===== src/hdl/assert_macros.svh =====
// concurrent assertion helpers, clocked on clk and disabled while rst_n is low
`ifndef ASSERT_MACROS_SVH
`define ASSERT_MACROS_SVH

`ifndef SYNTHESIS

`define ASSERT_CLK(lbl, prop, msg) \
    lbl: assert property (@(posedge clk) disable iff (!rst_n) prop) else $error(msg);

`define ASSERT_NEVER(lbl, cond, msg) \
    lbl: assert property (@(posedge clk) disable iff (!rst_n) !(cond)) else $error(msg);

`else

`define ASSERT_CLK(lbl, prop, msg)

`define ASSERT_NEVER(lbl, cond, msg)

`endif

`endif


===== src/hdl/swc_pkg.sv =====
package swc_pkg;

    localparam int SYNC_BITS_DEF = 32;
    localparam int WORD_W        = 32;
    localparam int THR_W         = 5;
    localparam int PAYLOAD_W     = 16;
    localparam int SKIP_W        = 19;
    localparam int SAMPLE_W      = 8;
    localparam int CFG_IDX_W     = 2;

    localparam logic [CFG_IDX_W-1:0] CFG_SYNC_WORD       = 2'd0;
    localparam logic [CFG_IDX_W-1:0] CFG_COMPARE_MASK    = 2'd1;
    localparam logic [CFG_IDX_W-1:0] CFG_ERROR_THRESHOLD = 2'd2;
    localparam logic [CFG_IDX_W-1:0] CFG_PAYLOAD_BYTES   = 2'd3;

    typedef struct packed {
        logic shift;
        logic ref_bit;
        logic mask_bit;
    } cell_ctl_t;

endpackage


===== src/hdl/swc_cell.sv =====
module swc_cell
(
    input  logic              clk,
    input  logic              rst_n,
    input  swc_pkg::cell_ctl_t ctl,
    input  logic              bit_in,
    output logic              bit_q,
    output logic              diff
);

    logic bit_reg;
    logic bit_next;

    assign bit_next = ctl.shift ? bit_in : bit_reg;

    always_ff @(posedge clk or negedge rst_n)
    begin
        if (!rst_n)
        begin
            bit_reg <= 1'b0;
        end
        else
        begin
            bit_reg <= bit_next;
        end
    end

    // mismatch of the bit entering this cell
    assign diff  = (bit_in ^ ctl.ref_bit) & ctl.mask_bit;
    assign bit_q = bit_reg;

endmodule


===== src/hdl/swc_popcount.sv =====
module swc_popcount #(
    parameter int N = swc_pkg::SYNC_BITS_DEF
)
(
    input  logic [N-1:0]             bits,
    output logic [$clog2(N+1)-1:0]   count
);

    localparam int LOG_P  = $clog2(N);
    localparam int P      = 1 << LOG_P;
    localparam int NODE_W = $clog2(P + 1);
    localparam int OUT_W  = $clog2(N + 1);

    logic [NODE_W-1:0] node [1:2*P-1];

    for (genvar j = 0; j < P; j++)
    begin : g_leaf
        if (j < N)
        begin : g_used
            assign node[P+j] = NODE_W'(bits[j]);
        end
        else
        begin : g_pad
            assign node[P+j] = '0;
        end
    end

    for (genvar i = 1; i < P; i++)
    begin : g_sum
        assign node[i] = node[2*i] + node[2*i+1];
    end

    assign count = node[1][OUT_W-1:0];

endmodule


===== src/hdl/sync_word_correlator_unit.sv =====
// Frame sync word correlator. Each item carries one sample byte that comes back
// unchanged as one result item; bit 0 of the byte is shifted through a row of
// SYNC_BITS cells, each holding one history bit and flagging whether the bit
// entering it differs from its sync word bit under the compare mask. Once the
// row is full, the masked mismatch count (adder tree) is compared with
// error_threshold: at most the threshold gives sync_found, at least SYNC_BITS
// minus the threshold gives sync_inverted, and either match makes the next
// payload_bytes*8 items pass by without entering the row. One item is taken
// every cycle while in_stall is low; the result appears next cycle from the
// output register; in_stall follows out_stall only while it holds an item.
// Registers must be written only while no item is in flight; not enforced.
`include "assert_macros.svh"

module sync_word_correlator_unit #(
    parameter int SYNC_BITS = swc_pkg::SYNC_BITS_DEF
)
(
    input  logic                            clk,
    input  logic                            rst_n,
    input  logic                            cfg_wr_en,
    input  logic [swc_pkg::CFG_IDX_W-1:0]   cfg_index,
    input  logic [swc_pkg::WORD_W-1:0]      cfg_data,
    input  logic                            in_valid,
    output logic                            in_stall,
    input  logic [swc_pkg::SAMPLE_W-1:0]    sample_in,
    output logic                            out_valid,
    input  logic                            out_stall,
    output logic [swc_pkg::SAMPLE_W-1:0]    sample_out,
    output logic                            sync_found,
    output logic                            sync_inverted
);

    localparam int CNT_W = $clog2(SYNC_BITS + 1);
    localparam int SUM_W = (CNT_W > swc_pkg::THR_W ? CNT_W : swc_pkg::THR_W) + 1;

    logic [swc_pkg::WORD_W-1:0]    sync_word_reg;
    logic [swc_pkg::WORD_W-1:0]    mask_reg;
    logic [swc_pkg::THR_W-1:0]     thr_reg;
    logic [swc_pkg::PAYLOAD_W-1:0] payload_reg;

    logic [CNT_W-1:0]              fill_reg;
    logic [CNT_W-1:0]              fill_next;
    logic [swc_pkg::SKIP_W-1:0]    skip_reg;
    logic [swc_pkg::SKIP_W-1:0]    skip_next;

    logic                          out_valid_reg;
    logic                          out_valid_next;
    logic [swc_pkg::SAMPLE_W-1:0]  sample_reg;
    logic                          found_reg;
    logic                          inv_reg;

    logic                          in_accept;
    logic                          shift;
    logic                          compare;
    logic                          found_next;
    logic                          inv_next;
    logic [SYNC_BITS-1:0]          hist;
    logic [SYNC_BITS-1:0]          diff;
    logic [CNT_W-1:0]              nwrong;

    // config registers
    always_ff @(posedge clk or negedge rst_n)
    begin
        if (!rst_n)
        begin
            sync_word_reg <= '0;
            mask_reg      <= '1;
            thr_reg       <= '0;
            payload_reg   <= '0;
        end
        else if (cfg_wr_en)
        begin
            case (cfg_index)
                swc_pkg::CFG_SYNC_WORD:       sync_word_reg <= cfg_data;
                swc_pkg::CFG_COMPARE_MASK:    mask_reg      <= cfg_data;
                swc_pkg::CFG_ERROR_THRESHOLD: thr_reg       <= cfg_data[swc_pkg::THR_W-1:0];
                swc_pkg::CFG_PAYLOAD_BYTES:   payload_reg   <= cfg_data[swc_pkg::PAYLOAD_W-1:0];
                default: ;
            endcase
        end
    end

    assign in_stall  = out_valid_reg & out_stall;
    assign in_accept = in_valid & ~in_stall;
    assign shift     = in_accept & (skip_reg == '0);

    // cell row, newest bit in cell 0
    for (genvar i = 0; i < SYNC_BITS; i++)
    begin : g_cell
        swc_pkg::cell_ctl_t ctl;
        logic               bit_in;

        assign ctl.shift    = shift;
        assign ctl.ref_bit  = sync_word_reg[i];
        assign ctl.mask_bit = mask_reg[i];

        if (i == 0)
        begin : g_head
            assign bit_in = sample_in[0];
        end
        else
        begin : g_link
            assign bit_in = hist[i-1];
        end

        swc_cell u_cell
        (
            .clk    (clk),
            .rst_n  (rst_n),
            .ctl    (ctl),
            .bit_in (bit_in),
            .bit_q  (hist[i]),
            .diff   (diff[i])
        );
    end

    swc_popcount #(
        .N (SYNC_BITS)
    ) u_popcount
    (
        .bits  (diff),
        .count (nwrong)
    );

    assign compare    = shift & (fill_reg >= CNT_W'(SYNC_BITS - 1));
    assign found_next = compare & (SUM_W'(nwrong) <= SUM_W'(thr_reg));
    assign inv_next   = compare & ~found_next
                      & ((SUM_W'(nwrong) + SUM_W'(thr_reg)) >= SUM_W'(SYNC_BITS));

    always_comb
    begin
        fill_next = fill_reg;
        if (shift && (fill_reg != CNT_W'(SYNC_BITS)))
        begin
            fill_next = fill_reg + CNT_W'(1);
        end

        skip_next = skip_reg;
        if (in_accept)
        begin
            if (skip_reg != '0)
            begin
                skip_next = skip_reg - swc_pkg::SKIP_W'(1);
            end
            else if (found_next || inv_next)
            begin
                skip_next = swc_pkg::SKIP_W'({payload_reg, 3'b000});
            end
        end

        if (in_accept)
        begin
            out_valid_next = 1'b1;
        end
        else
        begin
            out_valid_next = out_valid_reg & out_stall;
        end
    end

    always_ff @(posedge clk or negedge rst_n)
    begin
        if (!rst_n)
        begin
            fill_reg      <= '0;
            skip_reg      <= '0;
            out_valid_reg <= 1'b0;
        end
        else
        begin
            fill_reg      <= fill_next;
            skip_reg      <= skip_next;
            out_valid_reg <= out_valid_next;
        end
    end

    always_ff @(posedge clk)
    begin
        if (in_accept)
        begin
            sample_reg <= sample_in;
            found_reg  <= found_next;
            inv_reg    <= inv_next;
        end
    end

    assign out_valid     = out_valid_reg;
    assign sample_out    = sample_reg;
    assign sync_found    = found_reg;
    assign sync_inverted = inv_reg;

    `ASSERT_NEVER(a_one_polarity, out_valid_reg && found_reg && inv_reg, "both sync flags set")
    `ASSERT_CLK(a_flag_full, (out_valid_reg && (found_reg || inv_reg)) |-> (fill_reg == CNT_W'(SYNC_BITS)), "sync flagged before row full")
    `ASSERT_CLK(a_skip_load, (in_accept && (found_next || inv_next)) |=> (skip_reg == swc_pkg::SKIP_W'({$past(payload_reg), 3'b000})), "payload skip not loaded")
    `ASSERT_CLK(a_skip_count, (in_accept && (skip_reg != '0)) |=> (skip_reg == $past(skip_reg) - swc_pkg::SKIP_W'(1)), "payload skip not counting down")

endmodule

===== config.mk =====
export PLATFORM = sky130hd
export DESIGN_NAME = sync_word_correlator_unit
export DESIGN_NICKNAME = d
export VERILOG_FILES = /design/src/hdl/swc_pkg.sv /design/src/hdl/swc_cell.sv /design/src/hdl/swc_popcount.sv /design/src/hdl/sync_word_correlator_unit.sv
export VERILOG_INCLUDE_DIRS = /design/src /design/src/hdl
export SDC_FILE = /design/constraint.sdc
export NUM_CORES = 1
export LEC_CHECK = 0
export BUFFER_PORTS_ARGS = -buffer_cell sky130_fd_sc_hd__buf_2
export CORE_MARGIN = 2
export CORE_UTILIZATION = 38
export CTS_CLUSTER_DIAMETER = 50
export CTS_CLUSTER_SIZE = 30
export DETAILED_ROUTE_END_ITERATION = 8
export GPL_TIMING_DRIVEN = 0
export PLACE_DENSITY_LB_ADDON = 0.3
export SYNTH_ARGS = -nofsm -noshare
export SYNTH_HDL_FRONTEND = slang
export SYNTH_HIERARCHICAL = 1
export SYNTH_SLANG_ARGS = --single-unit

===== constraint.sdc =====
create_clock -name clk -period 11.5 [get_ports clk]
set_clock_uncertainty 0.2 [all_clocks]
set_input_delay 2.875 -clock clk [delete_from_list [all_inputs] [get_ports clk]]
set_output_delay 2.875 -clock clk [all_outputs]
set_load 0.05 [all_outputs]

==> results.md <==
- Standby leakage power: 4.43 nW
- Relative max-transition margin: 23.5%
- Gate count after technology mapping: 623
- Crit path capture type: flip-flop
- Endpoint of the worst hold-timing path: skip_reg[11]$_DFFE_PN0P_
- Net count of the finished layout: 815
- Largest net degree at the start of global routing: 82
- Antenna viol nets, final: 0
- Num ports: 59
- YS warnings: 6
- Growth of design area from synthesis to finish: 16.8%
- Sum of internal, switching and leakage power: 3.00 mW
- DRC violation count after routing: 0
- Level count of the clock H-tree: 4
- Routability-driven placement congestion ratio: 0.868
- Number of antenna violations at the first check in global routing: 1
- Count of cells resized by post-cts repair: 0
- Horizontal die dimension: 150 microns
- Via density per instance: 4.90
- Final period utilization: 80.2%
- Cell area power density: 318 mW/mm^2
- Layout filler cell count: 1946
- CP arrival: 9.32 ns
- Highest-delay cell along the critical path: sky130_fd_sc_hd__o21ai_1
- Number of slew-limit violations in the final report: 0
- Clock Path Buffers: 2
- WL final: 15700 microns
- Clock transition at the register clock pins on the worst setup and hold paths after CTS: 0.06 ns
- Total iterations of the first detailed-routing run: 4
- Data required time at the worst endpoint: 11.60 ns
- Synthesized area divided by synthesized cell count: 13.0 sq um
- Highest fanout seen on the critical path: 8
- Largest stage delay on the critical path: 0.62 ns
- Library cell used as clock root buffer: sky130_fd_sc_hd__clkbuf_16
- Antenna diode count: 0
- Reg-to-reg endpoint: skip_reg[9]$_DFFE_PN0P_
- End-of-flow core utilization: 45.1%
- Tightest Pin Transition: 1.14 ns
- GR Util All Layers: 15.1%
- Hold Violations, Final: 0
- Post-route insts no fill: 991
- Worst IR Drop VDD: 0.370 mV
- Sequence of cells on the critical path: buf_2 -> xor2_1 -> and2_1 -> inv_1 -> fa_1 -> inv_1 -> ha_1 -> ha_1 -> fa_1 -> fa_1 -> fa_1 -> ha_1 -> inv_1 -> fa_1 -> nand2b_1 -> a21oi_2 -> xor2_1 -> nand2b_1 -> a2111oi_0 -> mux2i_1 -> o21ai_1 -> o21ai_1 -> a31o_2
- Max-cap violations: 0
- Outcome: finished clean
- Unrepaired setup endpoints after global routing: false
- Effective utilization at floorplan: 38.6%
- DR iter-0 viols: 237
- Core Rows: 53
- Routed via count: 4856
- Kind of start point of the critical path: input port
- Insertion delay of the later-clocked pin in the worst-skew pair: 0.42 ns
- Reg-to-reg critical path startpoint: sync_word_reg[4]$_DFFE_PN0P_
- Cell total after placement: 959
- Synthesized net count: 735
- Library cell appearing most often on the critical path: sky130_fd_sc_hd__fa_1
- Number of sinks on the clock net: 152
- WS Path Type: input port to flip-flop
- Count of cells along the worst hold path: 2
- Post-detail-place hpwl: 11600 microns
- Average routed wire per standard cell: 15.8 microns
- Num CTS Buffers: 17
- Overall die area: 0.0225 sq mm
- Global-route wire length before repair: 26700 microns
- Number of I/O port buffers: 58
- Core box area: 0.0210 sq mm
- Highest achievable clock rate: 108 MHz
- Vias in the first global route: 5362
- Die span in y: 150 microns
- Number of post-CTS setup repair buffers: 0
- Share of cells above drive strength 1: 35.9%
- Worst slack on hold paths: 0.285 ns
- Setup TNS: 0 ns
- Min Clock Period, post-route: 9.22 ns
- Total overflow reported by the global router: 0
- Final setup vio count: 0
- Worst Hold Launch: payload_reg[8]$_DFFE_PN0P_
- Number of cells traversed by the worst register-to-register path: 28
- Post-synthesis cell area: 0.00809 sq mm
- Hold buffer count at cts: 0
- Class of the most critical hold timing path: flip-flop to flip-flop
- Flop2flop setup slack: 3.44 ns
- Clock tree from TritonCTS: done
==> worst max-delay path: cells and delay by family <==
family / cells / cell delay, ns
xor+xnor: 2 / 0.44
buf+inv: 4 / 0.27
simple gates: 3 / 0.40
compound gates: 5 / 1.92
mux: 1 / 0.25
fa+ha+maj: 8 / 3.16
==> power breakdown <==
group          internal (mW)  switching (mW)
registers              0.636          0.0558
logic                  0.776           0.951
clock network          0.364           0.221
total                   1.78            1.23
==> per-layer routing <==
layer / track usage (%) / wire [microns] / vias up
met4: 4.95 / 266 / 2
met1: 19.4 / 7190 / 2477
li1: - / - / 2296
met5: 0 / 13 / -
met3: 3.69 / 475 / 17
met2: 25.2 / 7750 / 64
==> layout by cell type, fill, tap and decap left out, drive strengths merged, types with 2 or more instances in the layout <==
| cell | count |
|---|---|
| mux2 | 119 |
| dfrtp | 110 |
| inv | 68 |
| buf | 65 |
| ha | 39 |
| xor2 | 37 |
| and2 | 34 |
| dfstp | 32 |
| fa | 26 |
| clkbuf | 24 |
| nor2 | 19 |
| nand2 | 16 |
| nand3 | 10 |
| edfxtp | 10 |
| nor3 | 10 |
| o21ai | 10 |
| xnor2 | 8 |
| clkinv | 8 |
| nand2b | 5 |
| a211oi | 5 |
| bufinv | 4 |
| a2111oi | 4 |
| a21oi | 4 |
| nor2b | 3 |
| a31oi | 3 |
| and3 | 3 |
| and4bb | 2 |
| mux2i | 2 |
| a31o | 2 |
| o22ai | 2 |
| or3 | 2 |
| nand3b | 2 |
| nand4 | 2 |
| nor4 | 2 |
| clkinvlp | 2 |
| or4 | 2 |
==> final cells by class <==
| type | instances | area, sq um | area share, % |
|---|---|---|---|
| flip-flops and latches | 152 | 3890 | 41.2 |
| multi-input cells | 393 | 3900 | 41.2 |
| inverters | 67 | 251 | 2.66 |
| clock inverters | 15 | 201 | 2.13 |
| plain buffers | 11 | 56.3 | 0.596 |
| repair buffers | 61 | 379 | 4.01 |
| well taps | 275 | 344 | 3.64 |
| clock buffers | 17 | 425 | 4.50 |
==> worst max-delay path by stage <==
stage | from | end | slack (ns) | cells past startpoint
finish | sample_in[0] | skip_reg[9]$_DFFE_PN0P_ | 2.28 | 23
global route | sample_in[0] | skip_reg[9]$_DFFE_PN0P_ | 1.92 | 23
CTS | sample_in[0] | skip_reg[9]$_DFFE_PN0P_ | 2.34 | 23
detailed placement | sample_in[0] | skip_reg[9]$_DFFE_PN0P_ | 1.98 | 23
global placement | sample_in[0] | skip_reg[8]$_DFFE_PN0P_ | 2.03 | 23
floorplan | sample_in[0] | skip_reg[10]$_DFFE_PN0P_ | 2.75 | 22
==> metrics by stage <==
| stage | setup WS (ns) | instance area [sq um] |
|---|---|---|
| after floorplan | 2.75 | 8090 |
| after global placement | 2.03 | 8730 |
| after detailed placement | 1.98 | 8820 |
| after CTS | 2.34 | 9450 |
| after global routing | 1.92 | 9450 |
| final | 2.28 | 9450 |
Note: power is estimated with default switching activity, not from simulation.
